**config.mk**
```make
export PLATFORM = sky130hd
export DESIGN_NAME = crc32_frame_trailer_inserter_flat
export DESIGN_NICKNAME = d
export VERILOG_FILES = /design/src/hw/rtl/ctit_pkg.sv /design/src/hw/rtl/ctit_if.sv /design/src/hw/rtl/crc32_frame_trailer_inserter.sv /design/src/flat_wrapper.sv
export SDC_FILE = /design/constraint.sdc
export NUM_CORES = 1
export LEC_CHECK = 0
export ABC_AREA = 1
export BUFFER_PORTS_ARGS = -buffer_cell sky130_fd_sc_hd__buf_2
export CAP_MARGIN = 20
export CORE_ASPECT_RATIO = 0.9
export CORE_MARGIN = 3
export CORE_UTILIZATION = 55
export CTS_CLUSTER_DIAMETER = 40
export DETAILED_ROUTE_END_ITERATION = 8
export HOLD_SLACK_MARGIN = 0.12
export PLACE_DENSITY = 0.76
export SLEW_MARGIN = 20
export SYNTH_ARGS = -nofsm -noshare
export SYNTH_HDL_FRONTEND = slang
export SYNTH_SLANG_ARGS = --single-unit
export TNS_END_PERCENT = 5
```
**constraint.sdc**
```tcl
create_clock -name clk_i -period 1.84 [get_ports clk_i]
set_clock_uncertainty 0.1 [all_clocks]
set_input_delay 0.368 -clock clk_i [delete_from_list [all_inputs] [get_ports clk_i]]
set_output_delay 0.368 -clock clk_i [all_outputs]
set_load 0.1 [all_outputs]
```
**src/hw/rtl/ctit_pkg.sv**
```systemverilog
// ----------------------------------------------------------------------------
// ctit_pkg
// Shared constants and the byte-wise CRC-32 step for the trailer inserter.
// ----------------------------------------------------------------------------
`default_nettype none

package ctit_pkg;

  localparam logic [31:0] CrcInit      = 32'hFFFF_FFFF;
  localparam logic [31:0] CrcPoly      = 32'hEDB8_8320;
  localparam int unsigned TrailerBytes = 4;

  // reflected crc-32, one byte: eight shift/xor steps on a 32-bit word
  function automatic logic [31:0] crc_update_byte(input logic [31:0] crc,
                                                  input logic [7:0]  data);
    logic [31:0] c;
    c = crc ^ {24'd0, data};
    for (int k = 0; k < 8; k++) begin
      if (c[0]) begin
        c = (c >> 1) ^ CrcPoly;
      end else begin
        c = c >> 1;
      end
    end
    return c;
  endfunction

endpackage

`default_nettype wire

```
**src/hw/rtl/ctit_if.sv**
```systemverilog
// ----------------------------------------------------------------------------
// ctit interfaces
// Valid/ready channels for input bytes and for result bytes.
// ----------------------------------------------------------------------------
`default_nettype none

interface ctit_in_if;
  logic       valid;
  logic       ready;
  logic [7:0] in_byte;

  modport source (output valid, output in_byte, input ready);
  modport sink   (input valid, input in_byte, output ready);
endinterface

interface ctit_out_if;
  logic       valid;
  logic       ready;
  logic [7:0] out_byte;
  logic       is_trailer;
  logic       frame_end;

  modport source (output valid, output out_byte, output is_trailer, output frame_end,
                  input ready);
  modport sink   (input valid, input out_byte, input is_trailer, input frame_end,
                  output ready);
endinterface

`default_nettype wire

```
**src/hw/rtl/crc32_frame_trailer_inserter.sv**
```systemverilog
// ----------------------------------------------------------------------------
// crc32_frame_trailer_inserter
// Passes message payload bytes through and replaces the last four bytes of
// each fixed-size message with the inverted reflected CRC-32, low byte first.
// ----------------------------------------------------------------------------
// usage
//   in_i  : one message byte per item; bytes at the four trailer positions of
//           each message are taken but their value is dropped
//   out_o : one item per input item: out_byte, is_trailer, frame_end
//   result: registered; it goes to the output register, or to the skid register while a result waits
//   throughput: one byte per clock while in_i.ready is high; the crc step for one
//           byte is a single combinational pass from the crc register back into it
//   stall: results sit in an output register backed by a one-entry skid
//           register, so the block keeps taking a byte while a result waits;
//           in_i.ready drops only when both are full
//   reset: crc register to all ones, byte position to zero, both result
//           registers empty
//   after the last byte of a message the position wraps to zero and the crc
//   goes back to all ones
// ----------------------------------------------------------------------------
`default_nettype none

module crc32_frame_trailer_inserter #(
  parameter int unsigned MESSAGE_BYTES = 32
) (
  input  wire logic   clk_i,
  input  wire logic   rst_ni,
  ctit_in_if.sink     in_i,
  ctit_out_if.source  out_o
);
  import ctit_pkg::*;

  localparam int unsigned PosW       = $clog2(MESSAGE_BYTES);
  localparam int unsigned PayloadLen = MESSAGE_BYTES - TrailerBytes;

  typedef struct packed {
    logic [7:0] out_byte;
    logic       is_trailer;
    logic       frame_end;
  } res_t;

  // message state
  logic [31:0]     crc_q, crc_d;
  logic [PosW-1:0] pos_q, pos_d;

  // result buffer: output register plus skid register
  logic out_valid_q, out_valid_d;
  logic skid_valid_q, skid_valid_d;
  res_t out_q, out_d;
  res_t skid_q, skid_d;

  logic        in_acc;
  logic        out_free;
  logic        is_payload;
  logic        is_last;
  logic [31:0] crc_fin;
  logic [1:0]  trl_idx;
  res_t        res;

  assign in_i.ready = ~skid_valid_q;
  assign in_acc     = in_i.valid & in_i.ready;
  assign out_free   = ~out_valid_q | out_o.ready;

  // result for the byte at the current position
  assign is_payload = (pos_q < PosW'(PayloadLen));
  assign is_last    = (pos_q == PosW'(MESSAGE_BYTES - 1));
  assign crc_fin    = ~crc_q;
  assign trl_idx    = 2'(pos_q - PosW'(PayloadLen));

  always_comb begin
    res.is_trailer = ~is_payload;
    res.frame_end  = is_last;
    res.out_byte   = is_payload ? in_i.in_byte : crc_fin[8*trl_idx +: 8];
  end

  // position advances on every accepted byte, crc on every accepted payload byte
  always_comb begin
    crc_d = crc_q;
    pos_d = pos_q;
    if (in_acc) begin
      if (is_last) begin
        crc_d = CrcInit;
        pos_d = '0;
      end else begin
        pos_d = pos_q + 1'b1;
        if (is_payload) begin
          crc_d = crc_update_byte(crc_q, in_i.in_byte);
        end
      end
    end
  end

  // buffer control: skid drains first, new result goes to whichever slot is free
  always_comb begin
    out_valid_d  = out_valid_q;
    skid_valid_d = skid_valid_q;
    out_d        = out_q;
    skid_d       = skid_q;
    if (out_free) begin
      if (skid_valid_q) begin
        out_d        = skid_q;
        out_valid_d  = 1'b1;
        skid_valid_d = 1'b0;
      end else if (in_acc) begin
        out_d       = res;
        out_valid_d = 1'b1;
      end else begin
        out_valid_d = 1'b0;
      end
    end else if (in_acc) begin
      skid_d       = res;
      skid_valid_d = 1'b1;
    end
  end

  always_ff @(posedge clk_i or negedge rst_ni) begin
    if (!rst_ni) begin
      crc_q        <= CrcInit;
      pos_q        <= '0;
      out_valid_q  <= 1'b0;
      skid_valid_q <= 1'b0;
    end else begin
      crc_q        <= crc_d;
      pos_q        <= pos_d;
      out_valid_q  <= out_valid_d;
      skid_valid_q <= skid_valid_d;
    end
  end

  // payload registers carry no reset
  always_ff @(posedge clk_i) begin
    out_q  <= out_d;
    skid_q <= skid_d;
  end

  assign out_o.valid      = out_valid_q;
  assign out_o.out_byte   = out_q.out_byte;
  assign out_o.is_trailer = out_q.is_trailer;
  assign out_o.frame_end  = out_q.frame_end;

endmodule

`default_nettype wire

```
**src/flat_wrapper.sv**
```systemverilog
// flat-port wrapper written by rule: the top's interface ports become plain ports
module crc32_frame_trailer_inserter_flat import ctit_pkg::*;
#(
  parameter int unsigned MESSAGE_BYTES = 32
)
  (clk_i, rst_ni, in_i_valid, in_i_in_byte, in_i_ready, out_o_valid, out_o_out_byte, out_o_is_trailer, out_o_frame_end, out_o_ready);
  ctit_in_if in_i_i ();
  ctit_out_if out_o_i ();
  input  wire logic clk_i;
  input  wire logic rst_ni;
  input wire logic [$bits(in_i_i.valid)-1:0] in_i_valid;
  input wire logic [$bits(in_i_i.in_byte)-1:0] in_i_in_byte;
  output wire logic [$bits(in_i_i.ready)-1:0] in_i_ready;
  output wire logic [$bits(out_o_i.valid)-1:0] out_o_valid;
  output wire logic [$bits(out_o_i.out_byte)-1:0] out_o_out_byte;
  output wire logic [$bits(out_o_i.is_trailer)-1:0] out_o_is_trailer;
  output wire logic [$bits(out_o_i.frame_end)-1:0] out_o_frame_end;
  input wire logic [$bits(out_o_i.ready)-1:0] out_o_ready;
  assign in_i_i.valid = in_i_valid;
  assign in_i_i.in_byte = in_i_in_byte;
  assign in_i_ready = in_i_i.ready;
  assign out_o_valid = out_o_i.valid;
  assign out_o_out_byte = out_o_i.out_byte;
  assign out_o_is_trailer = out_o_i.is_trailer;
  assign out_o_frame_end = out_o_i.frame_end;
  assign out_o_i.ready = out_o_ready;
  crc32_frame_trailer_inserter #(.MESSAGE_BYTES(MESSAGE_BYTES)) u_core (.clk_i(clk_i), .rst_ni(rst_ni), .in_i(in_i_i), .out_o(out_o_i));
endmodule
```
==> results.yml, run 1 <==
status:
  status: "finished, violations left"
  violations: "negative setup slack"
yosys:
  ys_ff_latch: 59
  synthesis.nets: 515
  synth_area_leaders: "dfstp_2, nand2_1, edfxtp_1, xor2_1, inv_1"
  yosysUniqueCellTypes: 37
  async_reset_ff_share_pct: 66.10
  ys_warn_count: 0
  synth_edf_count: 20
  yosysTopAreaCellShare_pct: 22.11
  synth.largest_area_cell: "dfstp_2"
  ys.flop_type: "dfstp_2"
  synthCells: 501
  yosysSeqAreaShare_pct: 42.50
  syn_avg_cell_area_um2: 7.592
  syn_area_um2: 3804
floorplanning:
  die_h_um: 84.90
  start_util_pct: 57.14
  io_pins: 24
  rows: 28
  fp.dieW_um: 93.66
  die_area_um2: 7951
  core_um2: 6656
grt:
  grt_pass1_wl_um: 16670
  track_usage_pct: 27.49
  antenna_found_initial: 0
  grt_pass1_vias: 3427
  grt_max_degree: 33
  grt.overflow.total: 0
clocking:
  cts_tree: "built"
  cts_made_buffers: 9
  clk_latency_ns: 0.35
  cts.sinks: 59
  root_buffer: "clkbuf_8"
  clockBufferDepth: 2
  htree_levels: 3
  clkTransAtPathRegs_ns: 0.07
placement:
  placed_area_um2: 4265
  dpl.hpwl_um: 7451
  dp_slack_ns: -0.1078
  io_buffers: 23
  place_congestion: 0.9117
layout:
  area_growth_pct: 21.35
  final_cell_area_um2: 4616
  drive_gt1_share_pct: 28.77
  layout.nets: 579
  antenna_cells: 0
  fillCellCount: 531
  post-route-util_pct: 69.34
critical_path:
  required_ns: 2.02
  arrival_ns: 2.02
  crit_path_end_kind: "flop"
  crit_type: "flop to flop"
  worst-path-max-fanout: 6
  worst_setup_path_start_kind: "flop"
  worst-r2r-setup-slack_ns: -0.0002
pwr:
  finalPower_mw: 8.625
  p_leak_nw: 2.295
  peakVddDrop_mv: 0.9411
  p_per_area_nw_per_um2: 1869
sta:
  rsz0062_at_grt: "true"
  final_hold_viol_count: 0
  min_period_ns: 1.840
  setup_violations: 1
  fin_crit_sh_pct: 100.0
  tightest_slew_ns: 0.5306
  slew_violations: 0
  max_slew_margin_pct: 64.63
  fin_ws_ns: -0.0002336
  clock.fmax_mhz: 543.4
worst_hold_path:
  hp-class: "input pin to flop"
detailed_routing:
  vias: 3537
  postRouteAntennaNets: 0
  drt_iter0_markers: 263
  avgViaCountPerCell: 5.359
  route.detailed.drc: 0
  wl_per_cell_um: 15.52
  dr.pass1.iters: 5
  wl_um: 10250
flow_run:
  drv_cap: 0
## synth_stat cells, types with 2 or more instances
cell type / instances
nor2_1: 16
clkbuf_1: 3
nand2_2: 12
ha_1: 2
buf_6: 3
o21ai_0: 34
nand2_1: 181
xor2_1: 31
a32oi_1: 4
edfxtp_1: 20
inv_2: 8
inv_4: 3
dfrtp_1: 7
nor3_1: 2
o22ai_1: 4
inv_1: 51
nor2_8: 3
a22oi_1: 3
dfstp_2: 32
o21ai_1: 5
buf_2: 4
xnor2_1: 3
nand2_4: 2
nand3_1: 29
a21oi_1: 27
## cell type report
cell class	instances	area, um2	share of cell area, %
Inverter	64	262.8	5.693
Sequential cell	59	1618	35.05
Timing Repair Buffer	63	436.7	9.461
Multi-Input combinational cell	368	2001	43.35
Clock inverter	5	53.80	1.166
Tap cell	90	112.6	2.440
Clock buffer	11	131.4	2.846
## cell families after synthesis
group	count (synthesis)	synth area share, %
AO/OA/AOI/OAI	81	11.64
XOR/XNOR	34	7.829
adder cells (fa/ha/maj)	2	0.6578
buffers and inverters	74	8.355
flip-flops	59	42.50
AND/OR/NAND/NOR	251	29.01
## critical path, cell delays in order (launching register included)
cell     delay [ns]
dfrtp_1        0.41
ha_2           0.22
inv_2          0.05
nor3_4         0.19
ha_4           0.22
inv_4          0.06
nor2_8         0.11
nor2_8         0.07
buf_4          0.17
a22oi_2        0.17
## cell usage in the layout (no fill, tap or decap), types with 3 or more instances in the layout
cell and n:
inv_1 50, o21ai_0 33, inv_2 8, nor2_1 15
dfrtp_1 6, dfstp_2 32, nand2_4 5, o21ai_1 5
a21oi_1 25, o22ai_1 3, xor2_1 28, nand2_2 18
nand3_1 29, a21oi_2 3, buf_4 38, clkinv_2 3
nand2_1 172, xnor2_1 3, xor2_2 3, nor2_8 3
buf_2 22, clkbuf_8 9, edfxtp_1 20
## path summary, 6_finish.rpt
path | start | to | depth (start not counted)
setup / recovery | u_core.pos_q[1] | u_core.crc_q[30] | 9
hold / removal | out_o_ready | u_core.skid_valid_q | 4
setup reg to reg | u_core.pos_q[1] | u_core.crc_q[30] | 9
hold reg to reg | u_core.crc_q[15] | u_core.crc_q[15] | 2
max in group asynchronous | rst_ni | u_core.crc_q[9] | 3
min in group asynchronous | rst_ni | u_core.pos_q[1] | 2
## stage by stage
stage	std cells	setup TNS (ns)	hold slack [ns]
2_1_floorplan	501	-0.1931	-0.02759
3_3_place_gp	640	-0.05218	0.2649
3_5_place_dp	640	-1.079	0.2704
4_1_cts	658	0	0.1924
5_1_grt	660	-1.818	0.2039
6_report	660	-0.0002336	0.2003
## routing by layer
metal  part of all wire, %  GRT usage [%]  vias up
li1                      -              -     1734
met1                    45          37.62     1651
met2                    46          42.01      125
met3                   6.4          6.383       27
met4                   2.9          12.07        0
met5                     0              0        -
## timing repair
| item | 4_1_cts | 5_1_grt |
|---|---|---|
| gates resized for setup | 7 | 25 |
| setup endpoints to repair | 28 | 30 |
| setup buffers | 1 | 2 |
| hold buffers | 1 | 0 |
| pin swaps | 1 | 10 |
| endpoints found under the hold margin | 7 | 0 |
| cloned | 0 | 0 |
## flip-flops by register name (all words and copies together) (netlist names)
register                 flops
u_core.out_o.valid           1
u_core.crc_q                32
u_core.out_o.frame_end       1
u_core.out_o.is_trailer      1
u_core.skid_valid_q          1
u_core.skid_q               10
u_core.out_o.out_byte        8
u_core.pos_q                 5
## power by group
group | switching, mW | internal (mW)
clock network | 0.541 | 0.621
logic | 3.18 | 1.83
registers | 0.351 | 2.10
(Power assumes the default switching activity.)
==> run 2, diff against run 1 <==
Settings changed: CELL_PAD_IN_SITES_DETAIL_PLACEMENT set to 1, CELL_PAD_IN_SITES_GLOBAL_PLACEMENT set to 2, CORE_UTILIZATION 55 to 32, PLACE_DENSITY 0.76 to not set, PLACE_DENSITY_LB_ADDON set to 0.1.
==> results.yml, run 2 (synthesized netlist as in run 1, its figures left out) <==
grt:
  grt_max_degree: 19
  grt_pass1_vias: 3733
  grt_pass1_wl_um: 20080
  track_usage_pct: 20.19
  antenna_found_initial: 0
  grt.overflow.total: 0
pwr:
  clkPwrFrac_pct: 17.0
  p_leak_nw: 2.521
  switchingPower_mw: 4.502
  peakVddDrop_mv: 0.7485
  p_comb_share_pct: 57.8
  p_per_area_nw_per_um2: 1914
  switching_share_pct: 45.44
  finalPower_mw: 9.908
  pwr-share-seq_pct: 25.2
  p_int_mw: 5.405
layout:
  layout.nets: 608
  post-route-util_pct: 44.90
  regMostFlops: "u_core.crc_q"
  fillCellCount: 1393
  final_cell_area_um2: 5176
  area_growth_pct: 36.09
  regArea_um2: 1618
  layout_commonest_cell: "nand2_1"
  drive_gt1_share_pct: 36.06
  largest_register_ffs: 32
  antenna_cells: 0
  multi_input_area_um2: 2103
  final_cell_mix: "nand2_1, buf_4, inv_1, dfstp_2, o21ai_0"
detailed_routing:
  dr.pass1.iters: 4
  vias: 3607
  avgViaCountPerCell: 4.777
  route.detailed.drc: 0
  drt_iter0_markers: 146
  wl_per_cell_um: 17.03
  wl_um: 12860
  postRouteAntennaNets: 0
clocking:
  cts_hold_repair.buffers: 0
  clk_latency_ns: 0.33
  cts_tree: "built"
  clkTransAtPathRegs_ns: 0.06
  cts_made_buffers: 9
  clockBufferDepth: 2
  root_buffer: "clkbuf_16"
  cts.sinks: 59
  htree_levels: 3
critical_path:
  worst-path-max-fanout: 17
  required_ns: 2.01
  crit_path_end_kind: "flop"
  reg2reg_to: "u_core.crc_q[14]"
  arrival_ns: 1.97
  reg2reg_depth: 11
  crit_type: "flop to flop"
  critPathSlowestCell: "dfrtp_1"
  worst-r2r-setup-slack_ns: 0.04
  r2r-start: "u_core.pos_q[1]"
  slowest_delay_ns: 0.39
  cpMostUsedCell: "nor2_8"
  worst_setup_path_start_kind: "flop"
  path_cells: "ha_2, inv_2, nor3_4, ha_4, inv_4, nor2_8, nor2_8, inv_8, or2_0, nand2_1, inv_1"
sta:
  tightest_slew_ns: 0.4965
  rsz0062_at_grt: "true"
  timing.hold.ws_ns: 0.1584
  min_period_ns: 1.797
  fin_crit_sh_pct: 97.67
  final_hold_viol_count: 0
  setup_violations: 0
  slew_violations: 0
  max_slew_margin_pct: 67.13
  clock.fmax_mhz: 556.4
placement:
  placed_area_um2: 4573
  place_congestion: 0.8572
  io_buffers: 23
  dpl.hpwl_um: 9861
floorplanning:
  core_um2: 11530
  io_pins: 24
  die_h_um: 109.4
  start_util_pct: 33.00
  rows: 37
  die_area_um2: 13230
  fp.dieW_um: 120.9
status:
  status: "finished clean"
worst_hold_path:
  hp-class: "input pin to asynchronous set/reset pin"
flow_run:
  drv_cap: 0
## run 2: changes by cell type in the layout (fill, tap and decap cells not counted), moves of 3 or more
cell | previous run | this run
o21ai_0 | 33 | 30
nand2_2 | 18 | 28
clkbuf_16 | 0 | 9
nand2_1 | 172 | 157
clkbuf_8 | 9 | 0
o21ai_1 | 5 | 8
xor2_2 | 3 | 6
buf_4 | 38 | 64
buf_12 | 1 | 5
nand2_4 | 5 | 10
xor2_1 | 28 | 24
## run 2: how the worst max path moves through the flow
stage | to | cells past startpoint | start
floorplan | u_core.skid_q[0] | 4 | u_core.out_o.valid
global placement | u_core.crc_q[5] | 9 | u_core.crc_q[1]
detailed placement | u_core.crc_q[5] | 9 | u_core.crc_q[1]
CTS | u_core.crc_q[5] | 10 | u_core.crc_q[1]
global route | u_core.crc_q[6] | 9 | u_core.crc_q[5]
finish | u_core.crc_q[14] | 11 | u_core.pos_q[1]
## run 2: metal layers
metal | part of all wire, % | vias up | global-route usage [%]
li1 | - | 1791 | -
met1 | 47 | 1753 | 26.03
met2 | 48 | 46 | 34.43
met3 | 3.5 | 17 | 3.807
met4 | 1.9 | 0 | 6.392
met5 | 0 | - | 0
## run 2: layout make-up
type / count / area share (%)
clock buffers: 9 / 4.351
multi-input cells: 368 / 40.63
inverters: 64 / 5.028
well taps: 156 / 3.771
repair buffers: 92 / 13.63
clock inverters: 7 / 1.329
flip-flops and latches: 59 / 31.25
## run 2: metrics by stage
stage	TNS [ns]	instances	worst slack, ns
4_1_cts	-0.6278	747	-0.06946
5_1_grt	-0.4339	755	-0.05969
3_3_place_gp	-0.1168	731	-0.05535
6_report	0	755	0.04283
3_5_place_dp	-1.299	731	-0.1131
2_1_floorplan	-0.1931	501	-0.01931
## run 2: power groups by stage
stage	logic, mW	registers, mW	clock network (mW)
floorplan	3.11	2.59	0
global placement	5.11	2.48	0
detailed placement	5.22	2.50	0
CTS	5.27	2.48	1.72
global route	6.37	2.55	1.77
finish	5.73	2.49	1.69
## run 2: timing repair
item / in CTS / in global routing
gates resized for setup: 3 / 59
setup buffers: 0 / 8
pin swaps: 0 / 4
setup endpoints to repair: 27 / 38
## run 2: worst max-delay path: cells and delay by family (launching register included)
kind                       cells  cell delay (ns)
DFF                            1             0.39
and+or+nand+nor                5             0.54
adders and majority gates      2             0.40
buffers and inverters          4             0.30
